## src/hdl/dfu_pkg.sv

```systemverilog
// types, codes and constants shared by the dfu request state machine
package dfu_pkg;

   typedef enum logic [3:0] {
      ST_APP_IDLE        = 4'd0,
      ST_APP_DETACH      = 4'd1,
      ST_IDLE            = 4'd2,
      ST_DN_SYNC         = 4'd3,
      ST_DN_BUSY         = 4'd4,
      ST_DN_IDLE         = 4'd5,
      ST_MAN_SYNC        = 4'd6,
      ST_MAN             = 4'd7,
      ST_MAN_WAIT_RESET  = 4'd8,
      ST_UP_IDLE         = 4'd9,
      ST_ERROR           = 4'd10
   } dfu_state_type;

   typedef enum logic [2:0] {
      ACT_SETUP         = 3'd0,
      ACT_UPLOAD_DONE   = 3'd1,
      ACT_DNLOAD_DONE   = 3'd2,
      ACT_MANIFEST_DONE = 3'd3,
      ACT_RESUME        = 3'd4
   } dfu_action_type;

   typedef enum logic [3:0] {
      KIND_NONE       = 4'd0,
      KIND_ACK        = 4'd1,
      KIND_STALL      = 4'd2,
      KIND_STATE      = 4'd3,
      KIND_STATUS     = 4'd4,
      KIND_UP_FETCH   = 4'd5,
      KIND_OUT_ACCEPT = 4'd6,
      KIND_DN_WRITE   = 4'd7,
      KIND_MAN_START  = 4'd8
   } dfu_kind_type;

   localparam logic [7:0] REQ_DETACH    = 8'd0;
   localparam logic [7:0] REQ_DNLOAD    = 8'd1;
   localparam logic [7:0] REQ_UPLOAD    = 8'd2;
   localparam logic [7:0] REQ_GETSTATUS = 8'd3;
   localparam logic [7:0] REQ_CLRSTATUS = 8'd4;
   localparam logic [7:0] REQ_GETSTATE  = 8'd5;
   localparam logic [7:0] REQ_ABORT     = 8'd6;

   // class request to an interface, direction bit masked off
   localparam logic [6:0] REQ_TYPE_CLASS_IFACE = 7'h21;

   localparam logic [3:0] STATUS_OK         = 4'd0;
   localparam logic [3:0] STATUS_STALLEDPKT = 4'd15;

   localparam logic [1:0] CSR_INTERFACE_NUMBER = 2'd0;
   localparam logic [1:0] CSR_POLL_TIMEOUT     = 2'd1;
   localparam logic [1:0] CSR_MANIFEST_PRESENT = 2'd2;

   localparam logic [15:0] POLL_TIMEOUT_RESET = 16'd10;
   localparam logic [15:0] STATE_BYTE_LEN     = 16'd1;
   localparam logic [15:0] STATUS_BLOCK_LEN   = 16'd6;

   typedef struct packed {
      dfu_kind_type reply_kind;
      logic [3:0]   status_code;
      logic [3:0]   state_code;
      logic [15:0]  timeout_ms;
      logic [31:0]  transfer_offset;
      logic [15:0]  transfer_length;
   } dfu_result_type;

   // all results of one event, handed from front to back
   typedef struct packed {
      logic           two;
      dfu_result_type res0;
      dfu_result_type res1;
   } dfu_record_type;

   // queue status seen by both sides
   typedef struct packed {
      logic full;
      logic not_empty;
   } dfu_queue_stat_type;

endpackage

```

## src/hdl/dfu_req_if.sv

```systemverilog
// request channel: setup packets and completion events
interface dfu_req_if;
   logic        valid;
   logic        ready;
   logic [2:0]  action;
   logic [7:0]  request_type;
   logic [7:0]  request_code;
   logic [15:0] request_value;
   logic [15:0] request_index;
   logic [15:0] request_length;
   logic [3:0]  firmware_status;
   logic [15:0] returned_length;

   modport source (output valid, action, request_type, request_code, request_value,
                   request_index, request_length, firmware_status, returned_length,
                   input ready);
   modport sink (input valid, action, request_type, request_code, request_value,
                 request_index, request_length, firmware_status, returned_length,
                 output ready);
endinterface

```

## src/hdl/dfu_rsp_if.sv

```systemverilog
// response channel: replies and firmware data commands
interface dfu_rsp_if;
   logic        valid;
   logic        ready;
   logic [3:0]  reply_kind;
   logic [3:0]  status_code;
   logic [3:0]  state_code;
   logic [15:0] timeout_ms;
   logic [31:0] transfer_offset;
   logic [15:0] transfer_length;
   logic        last;

   modport source (output valid, reply_kind, status_code, state_code, timeout_ms,
                   transfer_offset, transfer_length, last, input ready);
   modport sink (input valid, reply_kind, status_code, state_code, timeout_ms,
                 transfer_offset, transfer_length, last, output ready);
endinterface

```

## src/hdl/usb_dfu_request_state_machine_unit.sv

```systemverilog
// top level of the usb dfu 1.1 device request state machine
//
// req_ch takes one event per beat: a dfu class setup request (action 0) or the
// completion of an upload, download or manifest step, or the resume point of a
// held-back getstatus. rsp_ch returns zero, one or two results per event; the
// last result of an event has last set. csr_* writes interface_number (0),
// poll_timeout (1) and manifest_present (2); the user must write them only
// while the block is idle, which the block leaves unchecked. Each event is
// decoded and the dfu state updated in the cycle it is taken, so req_ch
// accepts one event per cycle while the queue has room. The record of results
// enters a queue of QUEUE_DEPTH entries and passes from the queue head into
// the output register, which shows its first result. Two-result events take
// two rsp beats, which sets the drain rate at rsp_ch. When rsp_ch stalls, the
// queue absorbs up to QUEUE_DEPTH further events and ready then drops until the
// output side drains. Events that produce no result never occupy the queue.
// Reset (synchronous) puts the device in appIDLE with status ok, clears offset,
// length and flags, sets poll_timeout to 10 and empties queue and output.
module usb_dfu_request_state_machine_unit #(
   parameter int QUEUE_DEPTH = 4
) (
   input  logic        clock,
   input  logic        reset,
   dfu_req_if.sink     req_ch,
   dfu_rsp_if.source   rsp_ch,
   input  logic        csr_write_en,
   input  logic [1:0]  csr_index,
   input  logic [15:0] csr_write_data
);
   import dfu_pkg::*;

   logic               push, pop;
   dfu_record_type     push_rec, head_rec;
   dfu_queue_stat_type q_stat;

   dfu_front u_front (
      .clock          (clock),
      .reset          (reset),
      .req_ch         (req_ch),
      .csr_write_en   (csr_write_en),
      .csr_index      (csr_index),
      .csr_write_data (csr_write_data),
      .q_stat         (q_stat),
      .push           (push),
      .push_rec       (push_rec)
   );

   dfu_queue #(
      .DEPTH (QUEUE_DEPTH)
   ) u_queue (
      .clock    (clock),
      .reset    (reset),
      .push     (push),
      .push_rec (push_rec),
      .pop      (pop),
      .head_rec (head_rec),
      .stat     (q_stat)
   );

   dfu_back u_back (
      .clock    (clock),
      .reset    (reset),
      .head_rec (head_rec),
      .q_stat   (q_stat),
      .pop      (pop),
      .rsp_ch   (rsp_ch)
   );

endmodule

```

## src/hdl/dfu_front.sv

```systemverilog
// front end: csr registers, request decode and dfu state update
module dfu_front (
   input  logic                    clock,
   input  logic                    reset,
   dfu_req_if.sink                 req_ch,
   input  logic                    csr_write_en,
   input  logic [1:0]              csr_index,
   input  logic [15:0]             csr_write_data,
   input  dfu_pkg::dfu_queue_stat_type q_stat,
   output logic                    push,
   output dfu_pkg::dfu_record_type push_rec
);
   import dfu_pkg::*;

   logic [7:0]    iface_num_ff;
   logic [15:0]   poll_ff;
   logic          man_present_ff;

   dfu_state_type state_ff, state_in;
   logic [3:0]    status_ff, status_in;
   logic [31:0]   offset_ff, offset_in;
   logic [15:0]   length_ff, length_in;
   logic          pending_ff, pending_in;
   logic          deferred_ff, deferred_in;

   logic           accept;
   logic           run_setup;
   logic [1:0]     cnt;
   logic [1:0]     scnt;
   dfu_result_type r0, r1, s0, s1;
   logic           dir_in;
   logic [15:0]    iface;
   logic           to_man;
   dfu_state_type  st_after;
   logic [3:0]     man_st;
   logic [31:0]    off_v;
   logic           abort_ok;

   assign req_ch.ready = !q_stat.full;
   assign accept = req_ch.valid && req_ch.ready;

   always_ff @(posedge clock) begin
      if (reset) begin
         iface_num_ff   <= '0;
         poll_ff        <= POLL_TIMEOUT_RESET;
         man_present_ff <= 1'b0;
      end else if (csr_write_en) begin
         unique case (csr_index)
            CSR_INTERFACE_NUMBER: iface_num_ff <= csr_write_data[7:0];
            CSR_POLL_TIMEOUT:     poll_ff <= csr_write_data;
            CSR_MANIFEST_PRESENT: man_present_ff <= csr_write_data[0];
            default: ;
         endcase
      end
   end

   always_ff @(posedge clock) begin
      if (reset) begin
         state_ff    <= ST_APP_IDLE;
         status_ff   <= STATUS_OK;
         offset_ff   <= '0;
         length_ff   <= '0;
         pending_ff  <= 1'b0;
         deferred_ff <= 1'b0;
      end else begin
         state_ff    <= state_in;
         status_ff   <= status_in;
         offset_ff   <= offset_in;
         length_ff   <= length_in;
         pending_ff  <= pending_in;
         deferred_ff <= deferred_in;
      end
   end

   always_comb begin
      state_in    = state_ff;
      status_in   = status_ff;
      offset_in   = offset_ff;
      length_in   = length_ff;
      pending_in  = pending_ff;
      deferred_in = deferred_ff;
      r0          = '0;
      r1          = '0;
      s0          = '0;
      s1          = '0;
      cnt         = 2'd0;
      scnt        = 2'd0;
      run_setup   = 1'b0;
      to_man      = 1'b0;
      st_after    = state_ff;
      man_st      = STATUS_OK;
      off_v       = offset_ff;
      dir_in      = req_ch.request_type[7];
      iface       = (state_ff > ST_APP_DETACH) ? 16'd0 : {8'd0, iface_num_ff};
      abort_ok    = (state_ff == ST_IDLE) || (state_ff == ST_DN_SYNC) ||
                    (state_ff == ST_DN_IDLE) || (state_ff == ST_MAN_SYNC) ||
                    (state_ff == ST_UP_IDLE);

      if (accept) begin
         unique case (req_ch.action)
            ACT_SETUP: run_setup = 1'b1;
            ACT_UPLOAD_DONE: begin
               if (pending_ff && state_ff == ST_UP_IDLE) begin
                  cnt        = 2'd1;
                  pending_in = 1'b0;
                  if (req_ch.firmware_status != STATUS_OK) begin
                     status_in     = req_ch.firmware_status;
                     state_in      = ST_ERROR;
                     r0.reply_kind = KIND_STALL;
                  end else begin
                     status_in          = STATUS_OK;
                     r0.reply_kind      = KIND_ACK;
                     r0.transfer_length = req_ch.returned_length;
                     // a short upload ends the transfer
                     if (req_ch.returned_length < length_ff) state_in = ST_IDLE;
                     length_in = req_ch.returned_length;
                     offset_in = offset_ff + {16'd0, req_ch.returned_length};
                  end
               end
            end
            ACT_DNLOAD_DONE: begin
               if (pending_ff && state_ff == ST_DN_BUSY) begin
                  pending_in = 1'b0;
                  if (req_ch.firmware_status != STATUS_OK) begin
                     cnt           = 2'd1;
                     status_in     = req_ch.firmware_status;
                     state_in      = ST_ERROR;
                     r0.reply_kind = KIND_STALL;
                  end else begin
                     status_in = STATUS_OK;
                     offset_in = offset_ff + {16'd0, length_ff};
                     state_in  = ST_DN_IDLE;
                  end
               end
            end
            ACT_MANIFEST_DONE: begin
               if (pending_ff && state_ff == ST_MAN) begin
                  man_st     = man_present_ff ? req_ch.firmware_status : STATUS_OK;
                  pending_in = 1'b0;
                  if (man_st != STATUS_OK) begin
                     cnt           = 2'd1;
                     status_in     = man_st;
                     state_in      = ST_ERROR;
                     r0.reply_kind = KIND_STALL;
                  end else begin
                     status_in = STATUS_OK;
                     state_in  = ST_IDLE;
                  end
               end
            end
            ACT_RESUME: begin
               if (pending_ff && deferred_ff &&
                   (state_ff == ST_DN_SYNC || state_ff == ST_MAN_SYNC)) begin
                  if (state_ff == ST_DN_SYNC) begin
                     cnt                = 2'd1;
                     r0.reply_kind      = KIND_DN_WRITE;
                     r0.transfer_offset = offset_ff;
                     r0.transfer_length = length_ff;
                  end
                  // the held-back request is answered now
                  run_setup = 1'b1;
               end
            end
            default: ;
         endcase
      end

      if (run_setup) begin
         scnt = 2'd1;
         if (req_ch.request_type[6:0] != REQ_TYPE_CLASS_IFACE ||
             req_ch.request_index != iface) begin
            s0.reply_kind = KIND_NONE;
         end else if (!dir_in && req_ch.request_code == REQ_DETACH &&
                      req_ch.request_length == 16'd0 && state_ff == ST_APP_IDLE) begin
            state_in      = ST_APP_DETACH;
            s0.reply_kind = KIND_ACK;
         end else if (dir_in && req_ch.request_code == REQ_GETSTATE &&
                      req_ch.request_value == 16'd0 &&
                      req_ch.request_length == STATE_BYTE_LEN) begin
            s0.reply_kind      = KIND_STATE;
            s0.state_code      = state_ff;
            s0.transfer_length = STATE_BYTE_LEN;
         end else if (dir_in && req_ch.request_code == REQ_GETSTATUS &&
                      req_ch.request_value == 16'd0 &&
                      req_ch.request_length == STATUS_BLOCK_LEN) begin
            if ((state_ff == ST_DN_SYNC || state_ff == ST_MAN_SYNC) && !deferred_ff) begin
               deferred_in = 1'b1;
               scnt        = 2'd0;
            end else begin
               if (state_ff == ST_DN_SYNC) begin
                  st_after = ST_DN_BUSY;
               end else if (state_ff == ST_MAN_SYNC) begin
                  st_after = ST_MAN;
                  to_man   = 1'b1;
               end
               state_in           = st_after;
               s0.reply_kind      = KIND_STATUS;
               s0.status_code     = status_ff;
               s0.state_code      = st_after;
               s0.timeout_ms      = poll_ff;
               s0.transfer_length = STATUS_BLOCK_LEN;
               if (to_man && pending_ff) begin
                  if (man_present_ff) begin
                     s1.reply_kind = KIND_MAN_START;
                     scnt          = 2'd2;
                  end else begin
                     status_in  = STATUS_OK;
                     state_in   = ST_IDLE;
                     pending_in = 1'b0;
                  end
               end
            end
         end else if (!dir_in && req_ch.request_code == REQ_CLRSTATUS &&
                      req_ch.request_value == 16'd0 && req_ch.request_length == 16'd0 &&
                      state_ff == ST_ERROR) begin
            status_in     = STATUS_OK;
            state_in      = ST_IDLE;
            s0.reply_kind = KIND_ACK;
         end else if (dir_in && req_ch.request_code == REQ_UPLOAD &&
                      (state_ff == ST_IDLE || state_ff == ST_UP_IDLE)) begin
            if (state_ff == ST_IDLE) begin
               state_in  = ST_UP_IDLE;
               offset_in = '0;
               off_v     = '0;
            end
            length_in          = req_ch.request_length;
            pending_in         = 1'b1;
            s0.reply_kind      = KIND_UP_FETCH;
            s0.transfer_offset = off_v;
            s0.transfer_length = req_ch.request_length;
         end else if (!dir_in && req_ch.request_code == REQ_DNLOAD &&
                      (state_ff == ST_IDLE ||
                       (state_ff == ST_DN_IDLE && req_ch.request_length != 16'd0))) begin
            if (state_ff == ST_IDLE) begin
               offset_in = '0;
               off_v     = '0;
            end
            state_in           = ST_DN_SYNC;
            length_in          = req_ch.request_length;
            pending_in         = 1'b1;
            deferred_in        = 1'b0;
            s0.reply_kind      = KIND_OUT_ACCEPT;
            s0.transfer_offset = off_v;
            s0.transfer_length = req_ch.request_length;
         end else if (!dir_in && req_ch.request_code == REQ_DNLOAD &&
                      state_ff == ST_DN_IDLE) begin
            // zero-length download closes the image
            state_in      = ST_MAN_SYNC;
            pending_in    = 1'b1;
            deferred_in   = 1'b0;
            s0.reply_kind = KIND_ACK;
         end else if (!dir_in && req_ch.request_code == REQ_ABORT &&
                      req_ch.request_value == 16'd0 && req_ch.request_length == 16'd0 &&
                      abort_ok) begin
            state_in      = ST_IDLE;
            s0.reply_kind = KIND_ACK;
         end else begin
            status_in     = STATUS_STALLEDPKT;
            state_in      = ST_ERROR;
            pending_in    = 1'b0;
            s0.reply_kind = KIND_STALL;
         end

         // merge behind a download write already in slot zero
         if (cnt == 2'd0) begin
            r0  = s0;
            r1  = s1;
            cnt = scnt;
         end else if (scnt != 2'd0) begin
            r1  = s0;
            cnt = 2'd2;
         end
      end
   end

   assign push          = accept && (cnt != 2'd0);
   assign push_rec.two  = (cnt == 2'd2);
   assign push_rec.res0 = r0;
   assign push_rec.res1 = r1;

endmodule

```

## src/hdl/dfu_queue.sv

```systemverilog
// short record queue between front and back
module dfu_queue #(
   parameter int DEPTH = 4
) (
   input  logic                        clock,
   input  logic                        reset,
   input  logic                        push,
   input  dfu_pkg::dfu_record_type     push_rec,
   input  logic                        pop,
   output dfu_pkg::dfu_record_type     head_rec,
   output dfu_pkg::dfu_queue_stat_type stat
);
   import dfu_pkg::*;

   localparam int PTR_W = (DEPTH > 1) ? $clog2(DEPTH) : 1;
   localparam int CNT_W = $clog2(DEPTH + 1);

   dfu_record_type    slots_ff [DEPTH];
   logic [PTR_W-1:0]  wr_ptr_ff, wr_ptr_in;
   logic [PTR_W-1:0]  rd_ptr_ff, rd_ptr_in;
   logic [CNT_W-1:0]  count_ff, count_in;
   logic              do_push, do_pop;

   assign stat.full      = (count_ff == CNT_W'(DEPTH));
   assign stat.not_empty = (count_ff != '0);
   assign do_push        = push && !stat.full;
   assign do_pop         = pop && stat.not_empty;
   assign head_rec       = slots_ff[rd_ptr_ff];

   always_comb begin
      wr_ptr_in = wr_ptr_ff;
      rd_ptr_in = rd_ptr_ff;
      count_in  = count_ff;
      if (do_push) begin
         wr_ptr_in = (wr_ptr_ff == PTR_W'(DEPTH - 1)) ? '0 : wr_ptr_ff + 1'b1;
      end
      if (do_pop) begin
         rd_ptr_in = (rd_ptr_ff == PTR_W'(DEPTH - 1)) ? '0 : rd_ptr_ff + 1'b1;
      end
      if (do_push && !do_pop) begin
         count_in = count_ff + 1'b1;
      end else if (do_pop && !do_push) begin
         count_in = count_ff - 1'b1;
      end
   end

   always_ff @(posedge clock) begin
      if (reset) begin
         wr_ptr_ff <= '0;
         rd_ptr_ff <= '0;
         count_ff  <= '0;
      end else begin
         wr_ptr_ff <= wr_ptr_in;
         rd_ptr_ff <= rd_ptr_in;
         count_ff  <= count_in;
      end
   end

   always_ff @(posedge clock) begin
      if (do_push) slots_ff[wr_ptr_ff] <= push_rec;
   end

endmodule

```

## src/hdl/dfu_back.sv

```systemverilog
// back end: output register, sends the one or two results of each record
module dfu_back (
   input  logic                        clock,
   input  logic                        reset,
   input  dfu_pkg::dfu_record_type     head_rec,
   input  dfu_pkg::dfu_queue_stat_type q_stat,
   output logic                        pop,
   dfu_rsp_if.source                   rsp_ch
);
   import dfu_pkg::*;

   logic           valid_ff, valid_in;
   logic           phase_ff, phase_in;
   dfu_record_type rec_ff;
   dfu_result_type cur;
   logic           finishing;
   logic           beat;

   assign finishing = phase_ff || !rec_ff.two;
   assign beat      = valid_ff && rsp_ch.ready;
   assign pop       = q_stat.not_empty && (!valid_ff || (beat && finishing));

   always_comb begin
      valid_in = valid_ff;
      phase_in = phase_ff;
      if (beat && !finishing) begin
         phase_in = 1'b1;
      end else if (!valid_ff || beat) begin
         valid_in = q_stat.not_empty;
         phase_in = 1'b0;
      end
   end

   always_ff @(posedge clock) begin
      if (reset) begin
         valid_ff <= 1'b0;
         phase_ff <= 1'b0;
      end else begin
         valid_ff <= valid_in;
         phase_ff <= phase_in;
      end
   end

   always_ff @(posedge clock) begin
      if (pop) rec_ff <= head_rec;
   end

   assign cur                    = phase_ff ? rec_ff.res1 : rec_ff.res0;
   assign rsp_ch.valid           = valid_ff;
   assign rsp_ch.reply_kind      = cur.reply_kind;
   assign rsp_ch.status_code     = cur.status_code;
   assign rsp_ch.state_code      = cur.state_code;
   assign rsp_ch.timeout_ms      = cur.timeout_ms;
   assign rsp_ch.transfer_offset = cur.transfer_offset;
   assign rsp_ch.transfer_length = cur.transfer_length;
   assign rsp_ch.last            = finishing;

endmodule

```

## src/flat_wrapper.sv

```systemverilog
// flat-port wrapper written by rule: the top's interface ports become plain ports
module usb_dfu_request_state_machine_unit_flat import dfu_pkg::*;
#(
   parameter int QUEUE_DEPTH = 4
)
  (clock, reset, csr_write_en, csr_index, csr_write_data, req_ch_valid, req_ch_action, req_ch_request_type, req_ch_request_code, req_ch_request_value, req_ch_request_index, req_ch_request_length, req_ch_firmware_status, req_ch_returned_length, req_ch_ready, rsp_ch_valid, rsp_ch_reply_kind, rsp_ch_status_code, rsp_ch_state_code, rsp_ch_timeout_ms, rsp_ch_transfer_offset, rsp_ch_transfer_length, rsp_ch_last, rsp_ch_ready);
  dfu_req_if req_ch_i ();
  dfu_rsp_if rsp_ch_i ();
  input  logic clock;
  input  logic reset;
  input  logic csr_write_en;
  input  logic [1:0] csr_index;
  input  logic [15:0] csr_write_data;
  input wire logic [$bits(req_ch_i.valid)-1:0] req_ch_valid;
  input wire logic [$bits(req_ch_i.action)-1:0] req_ch_action;
  input wire logic [$bits(req_ch_i.request_type)-1:0] req_ch_request_type;
  input wire logic [$bits(req_ch_i.request_code)-1:0] req_ch_request_code;
  input wire logic [$bits(req_ch_i.request_value)-1:0] req_ch_request_value;
  input wire logic [$bits(req_ch_i.request_index)-1:0] req_ch_request_index;
  input wire logic [$bits(req_ch_i.request_length)-1:0] req_ch_request_length;
  input wire logic [$bits(req_ch_i.firmware_status)-1:0] req_ch_firmware_status;
  input wire logic [$bits(req_ch_i.returned_length)-1:0] req_ch_returned_length;
  output wire logic [$bits(req_ch_i.ready)-1:0] req_ch_ready;
  output wire logic [$bits(rsp_ch_i.valid)-1:0] rsp_ch_valid;
  output wire logic [$bits(rsp_ch_i.reply_kind)-1:0] rsp_ch_reply_kind;
  output wire logic [$bits(rsp_ch_i.status_code)-1:0] rsp_ch_status_code;
  output wire logic [$bits(rsp_ch_i.state_code)-1:0] rsp_ch_state_code;
  output wire logic [$bits(rsp_ch_i.timeout_ms)-1:0] rsp_ch_timeout_ms;
  output wire logic [$bits(rsp_ch_i.transfer_offset)-1:0] rsp_ch_transfer_offset;
  output wire logic [$bits(rsp_ch_i.transfer_length)-1:0] rsp_ch_transfer_length;
  output wire logic [$bits(rsp_ch_i.last)-1:0] rsp_ch_last;
  input wire logic [$bits(rsp_ch_i.ready)-1:0] rsp_ch_ready;
  assign req_ch_i.valid = req_ch_valid;
  assign req_ch_i.action = req_ch_action;
  assign req_ch_i.request_type = req_ch_request_type;
  assign req_ch_i.request_code = req_ch_request_code;
  assign req_ch_i.request_value = req_ch_request_value;
  assign req_ch_i.request_index = req_ch_request_index;
  assign req_ch_i.request_length = req_ch_request_length;
  assign req_ch_i.firmware_status = req_ch_firmware_status;
  assign req_ch_i.returned_length = req_ch_returned_length;
  assign req_ch_ready = req_ch_i.ready;
  assign rsp_ch_valid = rsp_ch_i.valid;
  assign rsp_ch_reply_kind = rsp_ch_i.reply_kind;
  assign rsp_ch_status_code = rsp_ch_i.status_code;
  assign rsp_ch_state_code = rsp_ch_i.state_code;
  assign rsp_ch_timeout_ms = rsp_ch_i.timeout_ms;
  assign rsp_ch_transfer_offset = rsp_ch_i.transfer_offset;
  assign rsp_ch_transfer_length = rsp_ch_i.transfer_length;
  assign rsp_ch_last = rsp_ch_i.last;
  assign rsp_ch_i.ready = rsp_ch_ready;
  usb_dfu_request_state_machine_unit #(.QUEUE_DEPTH(QUEUE_DEPTH)) u_core (.clock(clock), .reset(reset), .req_ch(req_ch_i), .rsp_ch(rsp_ch_i), .csr_write_en(csr_write_en), .csr_index(csr_index), .csr_write_data(csr_write_data));
endmodule
```

## config.mk

```make
export PLATFORM = sky130hd
export DESIGN_NAME = usb_dfu_request_state_machine_unit_flat
export DESIGN_NICKNAME = d
export VERILOG_FILES = /design/src/hdl/dfu_pkg.sv /design/src/hdl/dfu_req_if.sv /design/src/hdl/dfu_rsp_if.sv /design/src/hdl/usb_dfu_request_state_machine_unit.sv /design/src/hdl/dfu_front.sv /design/src/hdl/dfu_queue.sv /design/src/hdl/dfu_back.sv /design/src/flat_wrapper.sv
export SDC_FILE = /design/constraint.sdc
export NUM_CORES = 1
export LEC_CHECK = 0
export BUFFER_PORTS_ARGS = -buffer_cell sky130_fd_sc_hd__buf_2
export CAP_MARGIN = 10
export CORE_AREA = 2 2 273 275
export DETAILED_ROUTE_END_ITERATION = 16
export DIE_AREA = 0 0 275 277
export GPL_TIMING_DRIVEN = 0
export PLACE_DENSITY = 0.69
export SLEW_MARGIN = 20
export SYNTH_ARGS = -nofsm -noshare
export SYNTH_HDL_FRONTEND = slang
export SYNTH_HIERARCHICAL = 1
export SYNTH_SLANG_ARGS = --single-unit
```

## constraint.sdc

```tcl
create_clock -name clock -period 12.5 [get_ports clock]
set_clock_uncertainty 0.05 [all_clocks]
set_input_delay 2.5 -clock clock [delete_from_list [all_inputs] [get_ports clock]]
set_output_delay 2.5 -clock clock [all_outputs]
set_load 0.1 [all_outputs]
```

Word-level counts from Yosys, hierarchy flattened. Memories as Yosys holds them, arrays and structs flattened. A register that Yosys moved wholly into a read port is not among the register bits. Index checks and enable logic that the tools add are counted.

Memories kept: 1. Memory bits (writable): 612. Output and inout bits: 79. Flip-flop bits (word level): 92. Input port bits: 110. Logic and storage cells: 335.

Bitwise gates (word level): 4. $lt $le $gt $ge: 2. $add $sub $neg: 6. Equal/unequal tests: 31. Reductions and logical operators: 80. Mux-type cells: 197.

Memory list: u_core.u_queue.slots_ff (words 4, width 153, rd ports 1, clocked after memory_dff 1, wr ports 1, line dfu_queue.sv:18) `dfu_record_type slots_ff [DEPTH];`.

Operators with widths (number): $mux 32 (17); $mux 76 (6); $mux 48 (7); $mux 4 (69); $mux 16 (16); $mux 72 (2); $add 32x16->32 (2); $pmux 32 s2 (1); $mux 1 (45); $logic_and 1x1->1 (40); $mux 2 (20); $logic_not 16->1 (2); $pmux 16 s2 (1); $mux 27 (1); $eq 8x3->1 const B (3); $mux 24 (1); $pmux 4 s3 (2); $eq 16x1->1 const B (1); $eq 16x3->1 const B (1); $eq 4x3->1 const B (4); $eq 8x2->1 const B (2); $lt 16x16->1 (1); $ne 16x8->1 (1); $pmux 4 s4 (1); 33 further kinds (74).

Depth between registers and ports, before layout. Gate-level depths: netlist of run 1.

Word-level depth: 28. Mapped depth: 19. Gate-level depth less buffers: 17.

By module. Netlist of run 1, hierarchy kept.

Modules (own cells, without submodules): dfu_queue (sequential area each 18557.8 sq um, cells each 849, area an instance 22506.6 sq um, instances 1); dfu_front (sequential area each 1661.6 sq um, cells each 1146, area an instance 8195.4 sq um, instances 1); dfu_back (sequential area each 4634.4 sq um, cells each 249, area an instance 5632.9 sq um, instances 1).

Worst setup path before layout of run 1. Ideal clock, no wire load.

Path type: input to register. Start: input port rsp_ch_ready. End: register u_core.u_queue.count_ff[2]. Stages on the path: 9. Arrival: 12.539 ns. Buffers on the path: 0. Slack: -0.159 ns. Library setup time: 0.070 ns. Required time: 12.380 ns. Path through: nand2_1 a21oi_1 o31ai_1 ha_1 inv_1 fa_1 xor2_1 or3_1 a21oi_1.

Word-level cells in the longest chain between the ends: 8. Elaborated cells on any way between the ends: 10. Classes of those cells: 1 x mux; 9 x reduce/logical.

RTL lines: from (decl) (line flat_wrapper.sv:32) `input wire logic [$bits(rsp_ch_i.ready)-1:0] rsp_ch_ready;`; $logic_and 1x1->1 (*) (line dfu_back.sv:20) `assign beat = valid_ff && rsp_ch.ready;`; $logic_and 1x1->1 (*) (line dfu_back.sv:21) `assign pop = q_stat.not_empty && (!valid_ff || (beat && finishing));`; $logic_or 1x1->1 (*) (line dfu_back.sv:21); $logic_and 1x1->1 (*) (line dfu_back.sv:21); net u_core.pop (line usb_dfu_request_state_machine_unit.sv:31) `logic push, pop;`; $logic_and 1x1->1 (*) (line dfu_queue.sv:27) `assign do_pop = pop && stat.not_empty;`; $logic_not 1->1 (line dfu_queue.sv:40) `if (do_push && !do_pop) begin`; $logic_and 1x1->1 (line dfu_queue.sv:40); $mux 3 or $reduce_bool 2->1 (tied branches); to (signal assigned) (line dfu_queue.sv:55) `count_ff <= count_in;`; to (decl) (line dfu_queue.sv:21) `logic [CNT_W-1:0] count_ff, count_in;`.

Mark *: on every way through the listed nets, which the timed path passes. The rest lies on a longest branch. A chain may end at the register's enable or synchronous reset.

Worst setup path in the final report of run 1.
Start: input port req_ch_request_code[5]. End: memory u_core/u_queue/slots_ff[0][97] in the netlist's numbering, enable pin.

Word-level cells in the longest chain between the ends: 18. Elaborated cells on any way between the ends: 26. Classes of those cells: 2 x eq/ne; 10 x mux; 14 x reduce/logical.

RTL lines: from (decl) (line flat_wrapper.sv:17) `input wire logic [$bits(req_ch_i.request_code)-1:0] req_ch_request_code;`; $eq 8x2->1 (line dfu_front.sv:183) `end else if (dir_in && req_ch.request_code == REQ_GETSTATUS &&`; $logic_and 1x1->1 (2 in series) (line dfu_front.sv:183); $logic_and 1x1->1 (line dfu_front.sv:184) `req_ch.request_value == 16'd0 &&`; $mux 2 (line dfu_front.sv:183); $mux 2 (line dfu_front.sv:177) `end else if (dir_in && req_ch.request_code == REQ_GETSTATE &&`; $mux 2 (*) (line dfu_front.sv:173) `end else if (!dir_in && req_ch.request_code == REQ_DETACH &&`; $mux 2 (*) (line dfu_front.sv:170) `if (req_ch.request_type[6:0] != REQ_TYPE_CLASS_IFACE ||`; $mux 2 (*) (line dfu_front.sv:168) `if (run_setup) begin`; (+2 left out); $mux 2 (*) (line dfu_front.sv:265) `if (cnt == 2'd0) begin`; $mux 2 (*) (line dfu_front.sv:168); $reduce_bool 2->1 (*) (line dfu_front.sv:276) `assign push = accept && (cnt != 2'd0);`; $logic_and 1x1->1 (*) (line dfu_front.sv:276); net u_core.push (line usb_dfu_request_state_machine_unit.sv:31); $logic_and 1x1->1 (*) (line dfu_queue.sv:26) `assign do_push = push && !stat.full;`; $mux 1 (*) (line dfu_queue.sv:60) `if (do_push) slots_ff[wr_ptr_ff] <= push_rec;`; $mux 1 (not written as such) (*) (line dfu_queue.sv:60); to (decl) (line dfu_queue.sv:18).

Mark *: on every way through the listed nets, which the timed path passes. The rest lies on a longest branch. The select of a mux whose other input is x is not followed.

==> results of run 1 <==
registers in the layout (all words and copies together) (netlist names), named ones only:
name,cells
u_core/u_front/state_ff,4
u_core/u_front/offset_ff,32
u_core/u_front/deferred_ff,1
u_core/u_front/length_ff,16
u_core/u_queue/count_ff,3
u_core/u_front/iface_num_ff,8
u_core/u_front/poll_ff,16
u_core/u_queue/rd_ptr_ff,2
u_core/u_queue/wr_ptr_ff,2
u_core/u_front/man_present_ff,1
u_core/u_back/phase_ff,1
u_core/u_back/rsp_ch.valid,1
u_core/u_front/pending_ff,1
u_core/u_front/status_ff,4
u_core/u_back/rec_ff,153
u_core/u_queue/slots_ff,612
placed cells by master, fill, tap and decap left out, drive strengths merged, types with 18 or more instances in the layout:
| master | count |
|---|---|
| xnor2 | 18 |
| dfxtp | 94 |
| mux4 | 153 |
| clkinv | 30 |
| a21oi | 93 |
| xor2 | 24 |
| and2 | 46 |
| conb | 47 |
| o21ai | 61 |
| ha | 53 |
| clkbuf | 149 |
| edfxtp | 765 |
| nor2b | 39 |
| a22oi | 30 |
| nand2 | 136 |
| nand3 | 25 |
| nor2 | 134 |
| a211oi | 18 |
| inv | 53 |
| buf | 315 |
| nor3 | 33 |
| mux2 | 77 |
power by group:
part | internal [W] | switching, W
logic | 0.000611 | 0.00160
clock network | 0.00146 | 0.00108
registers | 0.00354 | 0.0000918
total | 0.00561 | 0.00277
path summary, 6_finish.rpt:
path | from | end | slack, ns
worst max register to register | u_core/u_queue/count_ff[0]$_SDFFE_PP0P_ | u_core/u_queue/slots_ff[0][97]$_DFFE_PP_ | 7.48
worst min register to register | u_core/u_front/poll_ff[6]$_SDFFE_PP0P_ | u_core/u_front/poll_ff[6]$_SDFFE_PP0P_ | 0.42
worst min-delay path | u_core/u_front/poll_ff[6]$_SDFFE_PP0P_ | u_core/u_front/poll_ff[6]$_SDFFE_PP0P_ | 0.42
worst max-delay path | req_ch_request_code[5] | u_core/u_queue/slots_ff[0][97]$_DFFE_PP_ | 5.86
area by class of cell:
cell class	instances	share of cell area, %
clock inverter	51	1.15
antenna	5	0.0297
inverter	43	0.384
tap	969	2.88
timing repair buffer	209	3.58
clock buffer	110	5.53
sequential	859	59.1
buffer	145	2.18
multi-input combinational	1243	25.2
cell usage after synthesis, types with 14 or more instances:
library cell | n | area, um2
nor4_1 | 15 | 93.8
mux2i_1 | 17 | 170
nand2_1 | 134 | 503
nor2b_1 | 39 | 244
buf_4 | 47 | 353
o21ai_0 | 50 | 250
or3_1 | 14 | 87.6
buf_2 | 36 | 180
xnor2_1 | 18 | 158
and2_1 | 46 | 288
inv_1 | 40 | 150
mux2_2 | 77 | 867
dfxtp_1 | 94 | 1880
a21oi_1 | 91 | 455
a22oi_1 | 30 | 225
edfxtp_1 | 765 | 23000
a21o_1 | 15 | 113
clkbuf_1 | 38 | 143
buf_6 | 20 | 225
and3_1 | 15 | 93.8
xor2_1 | 24 | 210
mux4_2 | 153 | 3450
nor2_1 | 129 | 484
ha_1 | 53 | 663
nand3_1 | 25 | 125
nor3_1 | 31 | 155
a211oi_1 | 18 | 135
metrics by stage:
stage	hold slack, ns	power (W)	setup TNS (ns)
floorplan	0.390	0.00538	0
global placement	0.405	0.00585	-89.35
detailed placement	0.414	0.00593	0
CTS	0.424	0.00847	0
global route	0.447	0.00867	0
finish	0.422	0.00837	0
worst reg2reg max path: cells and delay by family, from the launching register on:
| kind | cells | cell delay, ns |
|---|---|---|
| DFF | 1 | 0.45 |
| buffers and inverters | 6 | 1.12 |
| and+or+nand+nor | 8 | 3.01 |
cell families (layout without fill, tap and decap cells):
group / Yosys count / count (layout) / synth area share (%)
adders and majority gates: 56 / 56 / 1.99
AOI/OAI and AO/OA: 320 / 320 / 5.73
xor gates and xnor gates: 42 / 42 / 1.01
other: 1 / 52 / 0.0103
DFF: 859 / 859 / 68.4
and+or+nand+nor: 531 / 531 / 7.55
muxes: 247 / 247 / 12.3
buffers and inverters: 188 / 558 / 2.97
routing by layer:
layer / up-vias / global-route usage [%]
li1: 9421 / -
met1: 10600 / 29.9
met2: 671 / 36.7
met3: 162 / 3.70
met4: 14 / 7.54
met5: - / 0
==> results.yml, run 1 <==
clock_tree:
  cts_setup_buffers: 0
  clock_latency_ns: 0.64
  ctsRootBufferMaster: "clkbuf_16"
  cts_resized: 0
  cts_sinks: 859
  cts_buffers: 86
  cts_tree: "done"
  htreeDepth: 3
  clockBufferDepth: 3
  clk_pin_slew_ns: 0.06
  cts.hold.buffers_added: 0
detailed_routing:
  viasPerCell: 5.74
  wl_met2_um: 41700
  drt-met1-wl_um: 35200
  drt_iter0_markers: 1734
  num_vias: 20900
  route.top_layer_used: "met5"
  drc: 0
  met3WireLength_um: 4750
  drt-total-wl_um: 84100
  drt_pass1_iterations: 7
  wl_per_cell_um: 23.1
  ant_nets: 0
sta:
  post-route-period-util_pct: 53.2
  hold_viol_final: 0
  slew_headroom_pct: 31.0
  fmaxAchievable_mhz: 150
  finalSetupViolCount: 0
  setup_ws_ns: 5.86
  rsz0062_at_grt: "no"
  tightest_slew_ns: 1.03
  period_needed_ns: 6.64
  drv_slew: 0
logic_synthesis:
  syn-cell-area_mm2: 0.0363
  synth_edf_count: 765
  ys_ff_latch: 859
  synth-seq-area-share_pct: 68.4
  ys.flop_type: "edfxtp_1"
  synthCells: 2244
  yosysWarnings: 6
  avgSynthCellArea_um2: 16.2
  ys_types: 89
  async_reset_ff_share_pct: 0
setup_path:
  startpoint_type: "input pin"
  critical_path_required_ns: 12.75
  critical_path_class: "input pin to flop"
  cp_top_family: "simple AND/OR/NAND/NOR gates"
  path_depth: 12
  worstPathArrival_ns: 6.90
  cp-end-kind: "flop"
  max_stage_delay_ns: 0.69
  r2r_cells: 14
  cp_slowest_cell: "and3_4"
  crit_buf_inv: 4
  path_max_fanout: 43
  crit_path_cell_trace: "buf_2, nor4_1, nand2_1, nor4_1, nand2_1, nor4_4, inv_2, nor2_1, or3_1, and3_4, buf_16, buf_16"
power:
  vdd_drop_max_uv: 150
  power_density_mw_per_mm2: 199
  leakagePower_nw: 14.2
finish:
  syn2layout_area_growth_pct: 15.8
  register_area_mm2: 0.0249
  multi_input_comb_area_mm2: 0.0106
  fin_util_pct: 57.2
  drive_above_1_share_pct: 26.7
  n_fill_cell: 5646
  stdcell_area_mm2: 0.0421
  fin_nets: 2753
  instances_no_fill: 3634
min_path:
  hold_path_depth: 2
  worst_hold_path_type: "flop to flop"
floorplanning:
  die_area_mm2: 0.0762
  die_width_um: 275
  coreArea_mm2: 0.0736
  rows: 100
  start_util_pct: 49.4
  dieHeight_um: 277
  ioPinCount: 189
placement:
  post_dp_cell_area_mm2: 0.0393
  io_buffer_count: 188
  dp_hpwl_um: 58000
  routabilityCongestion: 0.907
  place_ws_ns: 5.23
  post-place-cells: 3468
global_routing:
  grt_max_degree: 45
  grt_use_total_pct: 22.2
  grt_pass1_vias: 21400
  grt.overflow.total: 0
  grt_antenna_before_repair: 13
  grt_pass1_wl_um: 128000
status:
  outcome: "finished clean"
job:
  cap_violations: 0
Power figures use the tool's default switching activity.
==> inputs of run 2 (changes only) <==
- clock period: 12.5 -> 6.1 ns (I/O delays scaled with it)
==> run 2 against run 1 <==
Effect of this change: non-clock buffer count increased by 4; worst hold slack got worse by 0.0078 ns; largest cell class unchanged; largest power group unchanged; global-route usage about the same; critical endpoint is now u_core/u_queue/count_ff[2]$_SDFFE_PP0P_.
==> results.yml, run 2 (synthesized netlist as in run 1, its figures left out) <==
detailed_routing:
  num_vias: 20800
  drc: 0
  drt_iter0_markers: 1641
  drt-total-wl_um: 83700
  wl_per_cell_um: 23.0
  drt_pass1_iterations: 7
  ant_nets: 0
  viasPerCell: 5.72
clock_tree:
  htreeDepth: 3
  clk_pin_slew_ns: 0.06
  cts_sinks: 859
  clockBufferDepth: 3
  cts_buffers: 85
  cts_setup_buffers: 0
  ctsRootBufferMaster: "clkbuf_16"
  cts_tree: "done"
  clock_latency_ns: 0.63
  cts.hold.buffers_added: 0
  cts_resized: 0
placement:
  io_buffer_count: 188
  dp_hpwl_um: 57600
  post_dp_cell_area_mm2: 0.0393
  place_ws_ns: 0.155
  routabilityCongestion: 0.909
  post-place-cells: 3472
setup_path:
  critical_path_class: "input pin to flop"
  cp-end-kind: "flop"
  max_stage_delay_ns: 0.72
  critical_path_required_ns: 6.60
  path_max_fanout: 7
  crit_buf_inv: 4
  cp_slowest_cell: "nor4_1"
  startpoint_type: "input pin"
  crit_path_cell_trace: "buf_2, nor4_1, nand2_1, nor4_1, nand2_1, nor4_4, inv_2, nor2_1, or3_1, inv_1, nor2_1, ha_1, inv_1, fa_1, xor2_1, or3_1, a21oi_1"
  cp_top_family: "simple AND/OR/NAND/NOR gates"
  worstPathArrival_ns: 5.87
finish:
  final_common_cell: "edfxtp_1"
  drive_above_1_share_pct: 26.6
  reg_top3: "u_core/u_queue/slots_ff (612), u_core/u_back/rec_ff (153), u_core/u_front/offset_ff (32)"
  max_flop_register: "u_core/u_queue/slots_ff"
  syn2layout_area_growth_pct: 15.7
  largest_register_ffs: 612
  fin_nets: 2756
  instances_no_fill: 3632
  stdcell_area_mm2: 0.0420
  mostFrequentLayoutCells: "765 x edfxtp_1, 224 x buf_2, 153 x mux4_2"
  fin_util_pct: 57.1
sta:
  period_needed_ns: 5.37
  setup_ws_ns: 0.732
  rsz0062_at_grt: "no"
  finalSetupViolCount: 0
  post-route-period-util_pct: 88.0
  tightest_slew_ns: 1.07
  hold_viol_final: 0
  drv_slew: 0
  slew_headroom_pct: 28.4
  fin_hold_ws_ns: 0.414
  fmaxAchievable_mhz: 186
status:
  outcome: "finished clean"
global_routing:
  grt_pass1_vias: 21200
  grt_use_total_pct: 22.2
  grt_max_degree: 44
  grt_antenna_before_repair: 9
  grt_pass1_wl_um: 128000
  grt.overflow.total: 0
power:
  power_density_mw_per_mm2: 405
  leakagePower_nw: 14.1
  vdd_drop_max_uv: 296
floorplanning:
  die_width_um: 275
  coreArea_mm2: 0.0736
  rows: 100
  start_util_pct: 49.4
  dieHeight_um: 277
  die_area_mm2: 0.0762
  ioPinCount: 189
min_path:
  worst_hold_path_type: "flop to flop"
job:
  cap_violations: 0
-- run 2: cell count changes in the layout (fill, tap and decap cells not counted), moves of 2 or more --
cell / before / now
buf_16: 20 / 15
bufinv_16: 6 / 4
clkbuf_1: 57 / 59
clkinv_2: 14 / 9
clkinvlp_4: 5 / 3
clkbuf_8: 2 / 4
clkinv_4: 0 / 2
buf_12: 0 / 9
inv_16: 3 / 0
-- run 2: final cells by class --
| cell class | instances | area [um2] |
|---|---|---|
| inverters | 43 | 161 |
| clock buffers | 114 | 2360 |
| diodes | 5 | 12.5 |
| multi-input cells | 1243 | 10600 |
| clock inverters | 41 | 349 |
| well taps | 969 | 1210 |
| fillers | 5680 | 31500 |
| repair buffers | 213 | 1550 |
| flip-flops and latches | 859 | 24900 |
| plain buffers | 145 | 917 |
-- run 2: where the power goes --
group / switching, W / internal (W)
combinational: 0.00328 / 0.00125
clock: 0.00215 / 0.00290
sequential: 0.000184 / 0.00725
-- run 2: final timing paths --
kind,from,endpoint,slack (ns),cells after the start
setup / recovery,req_ch_request_code[5],u_core/u_queue/count_ff[2]$_SDFFE_PP0P_,0.73,17
hold / removal,u_core/u_front/poll_ff[10]$_SDFFE_PP0P_,u_core/u_front/poll_ff[10]$_SDFFE_PP0P_,0.41,2
setup reg to reg,u_core/u_front/state_ff[1]$_SDFF_PP0_,u_core/u_queue/count_ff[2]$_SDFFE_PP0P_,1.18,19
hold reg to reg,u_core/u_front/poll_ff[10]$_SDFFE_PP0P_,u_core/u_front/poll_ff[10]$_SDFFE_PP0P_,0.41,2
-- run 2: worst register-to-register path: cells and delay by family (launching register included) --
family,cells,cell delay [ns]
buffers and inverters,5,0.55
xor gates and xnor gates,1,0.17
DFF,1,0.36
adders and majority gates,2,0.58
AOI/OAI and AO/OA,4,1.00
and+or+nand+nor,7,2.16
-- run 2: metal layers --
layer,global-route usage (%),part of all wire [%]
met2,36.5,50
met5,0,0.049
met3,3.56,5.8
met4,6.49,2.3
met1,30.7,42
-- run 2: stage by stage --
step	power [W]	TNS [ns]
floorplan	0.0110	0
global placement	0.0119	-1308.07
detailed placement	0.0121	0
CTS	0.0172	0
global route	0.0176	0
finish	0.0170	0
==> inputs of run 3 (changes only) <==
- CELL_PAD_IN_SITES_DETAIL_PLACEMENT: not set -> 0
- CELL_PAD_IN_SITES_GLOBAL_PLACEMENT: not set -> 1
- CORE_AREA: 2 2 273 275 -> 2 2 282 284
- DIE_AREA: 0 0 275 277 -> 0 0 284 286
- PLACE_DENSITY: 0.69 -> not set
- PLACE_DENSITY_LB_ADDON: not set -> 0.1
- TNS_END_PERCENT: not set -> 10
==> run 3 against run 2 <==
Effect of this change: critical path depth stayed put; sequential power barely moved; maximum frequency is 0.70% lower; first-iteration DRC count shrank 9.0%; largest power group unchanged; die area up 6.6%; worst hold slack better by 0.0025 ns; cell count grew 2.5%; power is 2.0% higher.
==> results.yml, run 3 (synthesized netlist as in run 1, its figures left out) <==
min_path:
  hold_end: "u_core/u_front/poll_ff[4]$_SDFFE_PP0P_"
  hold_path.startpoint: "u_core/u_front/poll_ff[4]$_SDFFE_PP0P_"
  hold_path_depth: 2
  worst_hold_path_type: "flop to flop"
global_routing:
  use_met3_pct: 3.25
  grt_antenna_before_repair: 11
  grt_use_total_pct: 21.6
  grt.overflow.total: 0
  gr-usage-met2_pct: 35.6
  grt_pass1_vias: 21300
  grt_max_degree: 43
  grt_pass1_wl_um: 132000
  grt_busiest_layer: "met2"
  grtUsageMet1_pct: 29.4
setup_path:
  cp-end-kind: "flop"
  critical_path_class: "input pin to flop"
  cp_slowest_cell: "nor4_1"
  max_stage_delay_ns: 0.76
  crit_buf_inv: 4
  crit_path_cell_trace: "buf_2, nor4_1, nand2_1, nor4_1, nand2_1, nor4_4, inv_2, nor2_1, or3_1, inv_1, nor2_1, ha_1, inv_1, fa_1, xor2_1, or3_1, a21oi_1"
  reg2reg_from: "u_core/u_front/state_ff[1]$_SDFF_PP0_"
  rrSetupSlack_ns: 1.07
  startpoint_type: "input pin"
  cp_top_family: "simple AND/OR/NAND/NOR gates"
  critical_path_required_ns: 6.62
  r2r_cells: 19
  r2r_end: "u_core/u_queue/count_ff[2]$_SDFFE_PP0P_"
  worstPathArrival_ns: 5.92
  path_max_fanout: 7
sta:
  drv_slew: 0
  period_needed_ns: 5.41
  finalSetupViolCount: 0
  slew_headroom_pct: 32.7
  rsz0062_at_grt: "no"
  hold_viol_final: 0
  tightest_slew_ns: 0.999
  fmaxAchievable_mhz: 185
  post-route-period-util_pct: 88.6
  setup_ws_ns: 0.694
clock_tree:
  ctsRootBufferMaster: "clkbuf_16"
  cts_sinks: 859
  cts_buffers: 90
  clockBufferDepth: 3
  htreeDepth: 3
  clk_pin_slew_ns: 0.06
  cts_resized: 0
  cts.hold.buffers_added: 0
  cts_setup_buffers: 0
  cts_tree: "done"
  clock_latency_ns: 0.64
finish:
  reg_top3: "u_core/u_queue/slots_ff (612), u_core/u_back/rec_ff (153), u_core/u_front/offset_ff (32)"
  largest_register_ffs: 612
  mostFrequentLayoutCells: "765 x edfxtp_1, 224 x buf_2, 153 x mux4_2"
  drive_above_1_share_pct: 26.9
  fin_nets: 2761
  syn2layout_area_growth_pct: 16.6
  instances_no_fill: 3721
  max_flop_register: "u_core/u_queue/slots_ff"
  n_fill_cell: 6476
  final_common_cell: "edfxtp_1"
detailed_routing:
  drt_pass1_iterations: 5
  wl_per_cell_um: 23.4
  drt-total-wl_um: 87100
  drt_iter0_markers: 1493
  drc: 0
  viasPerCell: 5.53
  ant_nets: 0
  num_vias: 20600
placement:
  place_ws_ns: 0.107
  post-place-cells: 3553
  dp_hpwl_um: 60500
  routabilityCongestion: 0.895
  io_buffer_count: 188
power:
  power_density_mw_per_mm2: 409
  vdd_drop_max_uv: 441
  leakagePower_nw: 14.3
floorplanning:
  rows: 103
  dieHeight_um: 286
  die_width_um: 284
  ioPinCount: 189
  coreArea_mm2: 0.0784
  start_util_pct: 46.4
  die_area_mm2: 0.0812
job:
  cap_violations: 0
status:
  outcome: "finished clean"
[run 3: cell count changes in the layout (fill, tap and decap cells not counted), moves of 3 or more]
cell / before / now
clkbuf_1: 59 / 56
clkinv_2: 9 / 14
inv_6: 6 / 1
buf_16: 15 / 21
clkbuf_16: 89 / 92
clkbuf_8: 4 / 10
buf_12: 9 / 4
[run 3: worst max-delay path by stage]
stage	from	end	slack, ns	cells after the start
floorplan	req_ch_request_type[2]	u_core/u_queue/slots_ff[0][0]$_DFFE_PP_	-1.35	11
global placement	req_ch_request_length[3]	u_core/u_queue/slots_ff[0][15]$_DFFE_PP_	-5.74	10
detailed placement	req_ch_request_length[3]	u_core/u_queue/count_ff[2]$_SDFFE_PP0P_	0.11	17
CTS	req_ch_request_code[5]	u_core/u_queue/count_ff[2]$_SDFFE_PP0P_	0.78	17
global route	req_ch_request_code[5]	u_core/u_queue/count_ff[2]$_SDFFE_PP0P_	0.50	17
finish	req_ch_request_code[5]	u_core/u_queue/count_ff[2]$_SDFFE_PP0P_	0.69	17
[run 3: area by class of cell]
cell class / count / area, um2 / area share, %
antenna: 5 / 12.5 / 0.0295
buffer: 145 / 917 / 2.16
clock buffer: 120 / 2510 / 5.92
clock inverter: 43 / 398 / 0.939
inverter: 43 / 161 / 0.381
multi-input combinational: 1243 / 10600 / 25.1
sequential: 859 / 24900 / 58.6
tap: 1050 / 1310 / 3.10
timing repair buffer: 213 / 1600 / 3.77
[run 3: routing by layer]
metal / up-vias / share of wire, %
li1: 9441 / -
met1: 10500 / 44
met2: 540 / 49
met3: 130 / 4.8
met4: 8 / 2.8
met5: - / 0.065
[run 3: worst register-to-register path: cells and delay by family (launching register included)]
kind,cells,cell delay (ns)
AOI/OAI and AO/OA,4,0.97
buffers and inverters,5,0.56
xor gates and xnor gates,1,0.17
DFF,1,0.37
and+or+nand+nor,7,2.26
adders and majority gates,2,0.59
[run 3: metrics by stage]
| stage | util [%] | setup TNS (ns) | instance area [um2] | total power, W | hold slack [ns] |
|---|---|---|---|---|---|
| floorplan | - | -826.96 | 36500 | 0.0110 | 0.390 |
| global placement | 49.5 | -3529.82 | 38800 | 0.0118 | 0.405 |
| detailed placement | 50.3 | 0 | 39500 | 0.0122 | 0.409 |
| CTS | 54.1 | 0 | 42400 | 0.0176 | 0.417 |
| global route | 54.1 | 0 | 42400 | 0.0180 | 0.438 |
| finish | 54.1 | 0 | 42400 | 0.0173 | 0.417 |
[run 3: power breakdown]
part / switching, W / leakage [nW] / internal [W]
Combinational: 0.00331 / 4.89 / 0.00127
Clock: 0.00219 / 1.42 / 0.00314
Sequential: 0.000185 / 7.96 / 0.00725
Total: 0.00569 / 14.3 / 0.0117
